[config.mk]
export PLATFORM = sky130hd
export DESIGN_NAME = arpa_range_ram
export DESIGN_NICKNAME = d
export VERILOG_FILES = /design/src/design/arpa_pkg.sv /design/src/design/arpa_range_ram.sv
export SDC_FILE = /design/constraint.sdc
export NUM_CORES = 2
export LEC_CHECK = 0
export BUFFER_PORTS_ARGS = -buffer_cell sky130_fd_sc_hd__buf_2
export CAP_MARGIN = 20
export CORE_AREA = 3 3 615 434
export DETAILED_ROUTE_END_ITERATION = 7
export DIE_AREA = 0 0 618 437
export PLACE_DENSITY_LB_ADDON = 0.12
export SYNTH_ARGS = -nofsm -noshare
export SYNTH_HDL_FRONTEND = slang
export SYNTH_SLANG_ARGS = --single-unit
[constraint.sdc]
create_clock -name clk_i -period 15.8 [get_ports clk_i]
set_input_delay 0.79 -clock clk_i [delete_from_list [all_inputs] [get_ports clk_i]]
set_output_delay 0.79 -clock clk_i [all_outputs]
set_load 0.03 [all_outputs]
[src/design/arpa_pkg.sv]
// Package for the address range pool allocator.
// Holds table sizes, command and status codes, and the controller state type.
// No dependencies.
`default_nettype none
package arpa_pkg;
  localparam int MaxRanges = 64;
  localparam int IdxW      = $clog2(MaxRanges);
  localparam int CntW      = $clog2(MaxRanges + 1);
  localparam int AddrW     = 32;

  localparam logic [1:0] CmdInit     = 2'd0;
  localparam logic [1:0] CmdAllocAny = 2'd1;
  localparam logic [1:0] CmdAllocReq = 2'd2;
  localparam logic [1:0] CmdUnused   = 2'd3;

  localparam logic [1:0] StOk       = 2'd0;
  localparam logic [1:0] StNotFree  = 2'd1;
  localparam logic [1:0] StBadRange = 2'd2;
  localparam logic [1:0] StFull     = 2'd3;

  localparam logic [2:0] RegPoolFirst = 3'd0;
  localparam logic [2:0] RegPoolLast  = 3'd4;

  typedef struct packed {
    logic [AddrW-1:0] first;
    logic [AddrW-1:0] last;
  } range_t;

  typedef enum logic [3:0] {
    S_IDLE,
    S_RD,
    S_CHK,
    S_DN_RD,
    S_DN_WR,
    S_UP_RD,
    S_UP_WR,
    S_SPL_LO,
    S_SPL_HI,
    S_DONE
  } state_e;
endpackage
`default_nettype wire

[src/design/arpa_range_ram.sv]
// Free range table storage: one write port, one read port, registered read data.
// Depends on arpa_pkg.
`default_nettype none
module arpa_range_ram (
  input  wire                      clk_i,
  input  wire                      we_i,
  input  wire [arpa_pkg::IdxW-1:0] waddr_i,
  input  arpa_pkg::range_t         wdata_i,
  input  wire [arpa_pkg::IdxW-1:0] raddr_i,
  output arpa_pkg::range_t         rdata_o
);
  import arpa_pkg::*;

  range_t mem_q [MaxRanges];
  range_t rdata_q;

  always_ff @(posedge clk_i) begin
    if (we_i) begin
      mem_q[waddr_i] <= wdata_i;
    end
    rdata_q <= mem_q[raddr_i];
  end

  assign rdata_o = rdata_q;
endmodule
`default_nettype wire
Word-level counts from Yosys, hierarchy flattened:

Memories as Yosys holds them, arrays and structs flattened. A register that Yosys moved wholly into a read port is not among the register bits.
Index checks and enable logic that the tools add are counted.

* output and inout bits: 64
* word-level logic and storage cells: 3
* bits of input ports: 78
* memories: 1
* flip-flop bits (word level): 0
* memory bits (writable): 4096

* muxes and demuxes: 2

Memory list
* mem_q: depth 64, width 64, read ports 1, clocked after Yosys merged registers in 1, write ports 1, RTL line arpa_range_ram.sv:14 `range_t mem_q [MaxRanges];`

Operators with widths (number)
* 1-bit 2-to-1 mux: 2

Logic depth before layout (Yosys ltp):

* depth in word-level cells: 2
* mapped depth: 9
* depth with buffers taken out: 5

Worst setup path before layout:

Ideal clock, no wire load.

* path type: input to register
* from: input port waddr_i[3] (netlist bit)
* to: memory mem_q[48][0] (netlist bit), enable pin
* arrival: 5662 ps
* path slack: 9574 ps
* data required time: 15236 ps
* stages: 4
* setup time: 564 ps
* path buffers: 1
* cell sequence: clkbuf_1 nor2b_1 nand4b_1 nor3_1

RTL lines
* start: declaration: RTL line arpa_range_ram.sv:7 `input wire [arpa_pkg::IdxW-1:0] waddr_i,`
* end: declaration: RTL line arpa_range_ram.sv:14

Straight into the memory's write port.

==> summary by stage <==
Critical path
The reg-to-reg critical path endpoint is rdata_o[14]$_DFF_P_. The required arrival time at the worst endpoint is 16520 ps. The origin of the critical flop-to-flop path is mem_q[9][14]$_DFFE_PP_. The data arrival time of the worst path is roughly 5000 ps. The kind of capture point of the worst setup path is a flip-flop. By startpoint and endpoint, the worst setup path is classified as primary input to flip-flop.

Along the worst path, the maximum fanout reaches 92. The worst setup path is launched from a primary input. The slack of the worst reg-to-reg path is between 10000 and 15000 ps. The number of cells on the worst reg-to-reg path is 5.

Placed design
Detailed placement finished with a half-perimeter wire length of 227000 um. The count of buffers added on input and output ports is about 140. Routability-driven placement finished with a final weighted congestion of 0.787.

Layout
The area growth from synthesis to layout is 11.8%. The leading cell type in the layout, fill and taps excluded is edfxtp_1. The number of nets in the layout is 7049. Leaving out fill and tap cells, the most frequent cells in the layout are edfxtp_1, mux4_2, clkbuf_16. The fraction of layout cells with a size suffix above 1 is 28.3%.

Logic synthesis
The post-synthesis instance area is 156000 um^2. Counting flops with a built-in enable in the synthesized netlist gives 4096. For this run, asynchronously set or reset flops after synthesis account for 0%. The synthesized design contains 4160 register bits.

In the synthesized netlist the dominant register cell turns out to be edfxtp_1. Synthesis produced a netlist whose cell count is 6598. The proportion of synthesized chip area in sequential cells is between 70% and 80%. When the netlist entered floorplanning its net count stood at 6676.

The mean cell area of the mapped netlist is 23.7 um^2. The distinct cell type count of the synthesized netlist is 33. For this run, the number of Yosys warnings is 0.

Die
Row generation in the floorplan step produced 157 rows. The area enclosed by the die boundary is 270000 um^2. The horizontal die dimension is 618 um. In this run the count of I/O pins placed on the die edge is 142. The initial cell density of the core is 59.9%.

The total area inside the core boundary comes to approximately 260000 um^2. The vertical die dimension is 437 um.

Power
The fraction of power spent switching nets is 20.9%. The design draws 22.6 mW. The sequential group share of total power is 54.4%. The internal power of the cells totals around 18 mW. Per report_power, the combinational group accounts for 4.7% of the total. The power per unit of standard cell area is approximately 130 nW/um^2. The leakage power total is ~55 nW.

The clock network burns 40.9% of the power. Across the VDD grid, the largest voltage drop is 0.000137 V. The switching power of the nets is 4.71 mW.

STA
On the final layout, the worst clock skew is 33.5 ps. The max-slew violation count is 0. Setup repair after global routing left no endpoint under its margin.

The worst pin sits at a relative slew slack of between 10% and 20%. The final total negative setup slack is 0 ps. The clock period could shrink to 4320 ps. Based on the critical path, the design can be clocked at up to between 200 and 250 MHz. After layout, the worst path uses 27.3% of the clock period. At the pin with the least slew margin, the transition time is around 1200 ps. The final-report hold violation count is 0. Setup violations remaining at the end of the flow were counted as 0.

Detailed routing
The detailed router finished its first iteration with about 13000 violations. Before antenna repair, the detailed router went through 5 iterations. In the final routed layout, each cell accounts on average for between 30 and 40 um. The remaining antenna violation count is 0. The detailed router placed ~77000 vias in this run. Using the TritonRoute via totals, the vias-per-cell ratio works out to 7.13.

In the routed design, unresolved DRC markers number 0. Wires add up to around 430000 um.

Min path
The worst hold path stage count is 1. The worst hold path class is primary input to flip-flop. The path with the worst hold slack has its endpoint at mem_q[48][19]$_DFFE_PP_. The beginning of the worst hold path is wdata_i[19].

Clock tree
The H-tree generated during clock tree synthesis spans 5 levels. The clock tree buffer depth is 4. In this run the clock root is driven by a clkbuf_16.

Post-CTS timing repair inserted 0 buffers for setup. Clock latency on the worst-skew pair, taken at its later pin, is about 900 ps. The number of gates resized after cts is 0. Clock-pin slew was measured on the worst setup and hold paths at 70 ps. TritonCTS created roughly 380 clock buffers. The clock net in this run drives a total of 4160 sinks. The total of hold buffers inserted after clock tree synthesis is 0. TritonCTS built the clock tree.

Global routing
The first global-routing pass estimated 601000 um of wire. The pin count of the biggest net entering global routing is 118. Global routing finished with a remaining overflow of 0.

The number of antenna violations at the first check in global routing is 40. Global routing used 32.3% of the available tracks across all layers. The via count of the first global-routing pass came to 75000.

Run
The total of max-cap violations is 0.

Outcome
The flow ran to the end, and the final reports show no timing, DRC or antenna violations.
## power groups by stage
stage / combinational (mW) / sequential (mW) / clock, mW
after floorplan: 0.569 / 12.5 / 0
after global placement: 1.04 / 12.5 / 0
after detailed placement: 1.05 / 12.5 / 0
after CTS: 1.06 / 12.3 / 9.32
after global routing: 1.13 / 12.3 / 9.75
final: 1.07 / 12.3 / 9.23
## routing by layer
layer	part of all wire (%)	up-vias	global-route usage (%)
met3	13	755	7.58
met5	0.011	-	0
met1	39	41500	50.5
met2	45	5433	46.7
li1	-	29200	-
met4	2.9	8	8.57
## state kept, by name, summed over array words and instances (netlist names)
signal / flops
mem_q: 4096
rdata_o: 64
## worst max-delay path, cell delays in order
cell and delay [ps]:
buf_12 450, buf_12 630, buf_4 840, buf_4 820, mux4_2 600, mux2i_1 160, o22ai_1 100, a41oi_1 270
a211oi_1 90
## per-stage QoR
stage          hold slack, ps  area (um^2)  cells  util (%)  setup WS [ps]
6_report                  164       175000  10800      67.0          11480
3_3_place_gp              813       162000  10100      62.0          10480
5_1_grt                   140       175000  10800      67.0          11040
2_1_floorplan             788       156000   6598         -           9570
4_1_cts                   544       174000  10800      66.8          11410
3_5_place_dp              826       162000  10100      62.0          10470
## area by class of cell
class / instances / area [um^2]
Multi-Input combinational cell: 2049 / 30800
Inverter: 19 / 71.3
Tap cell: 3498 / 4380
Clock buffer: 484 / 10300
Antenna cell: 12 / 30.0
Timing Repair Buffer: 364 / 2910
Fill cell: 16100 / 86200
Sequential cell: 4160 / 124000
Clock inverter: 205 / 2080
## synth_stat cells, drive strengths merged, types with 3 or more instances
cell type | n | area [um^2]
or2 | 28 | 175
mux2i | 135 | 1350
nand2b | 11 | 68.8
a211oi | 63 | 473
o22ai | 83 | 519
nand3 | 45 | 225
a2bb2oi | 19 | 166
and2 | 3 | 18.8
mux4 | 1024 | 23100
nand2 | 58 | 218
dfxtp | 64 | 1280
clkbuf | 140 | 526
nor2 | 112 | 420
or3 | 29 | 181
inv | 19 | 71.3
a22oi | 168 | 1260
buf | 230 | 1250
and3 | 64 | 400
a22o | 88 | 771
a41oi | 26 | 228
o221ai | 38 | 333
edfxtp | 4096 | 123000
a31oi | 18 | 113
nor2b | 28 | 175
## how the worst max path moves through the flow
stage | from | depth (start not counted) | slack, ps | to
6_report | raddr_i[0] | 9 | 11480 | rdata_o[21]$_DFF_P_
5_1_grt | raddr_i[0] | 9 | 11040 | rdata_o[21]$_DFF_P_
4_1_cts | raddr_i[0] | 9 | 11410 | rdata_o[21]$_DFF_P_
3_5_place_dp | raddr_i[0] | 9 | 10470 | rdata_o[21]$_DFF_P_
3_3_place_gp | raddr_i[0] | 8 | 10480 | rdata_o[45]$_DFF_P_
2_1_floorplan | waddr_i[3] | 4 | 9570 | mem_q[48][0]$_DFFE_PP_
## cell families (layout without fill, tap and decap cells)
family                 count (synthesis)  count (layout)  synth area share, %
AO/OA/AOI/OAI                        504             504                 2.48
buffers and inverters                389            1072                 1.18
flip-flops                          4160            4160                 79.5
multiplexers                        1159            1159                 15.6
other                                  0              12                    0
AND/OR/NAND/NOR                      386             386                 1.24
Note: power is estimated with default switching activity, not from simulation.
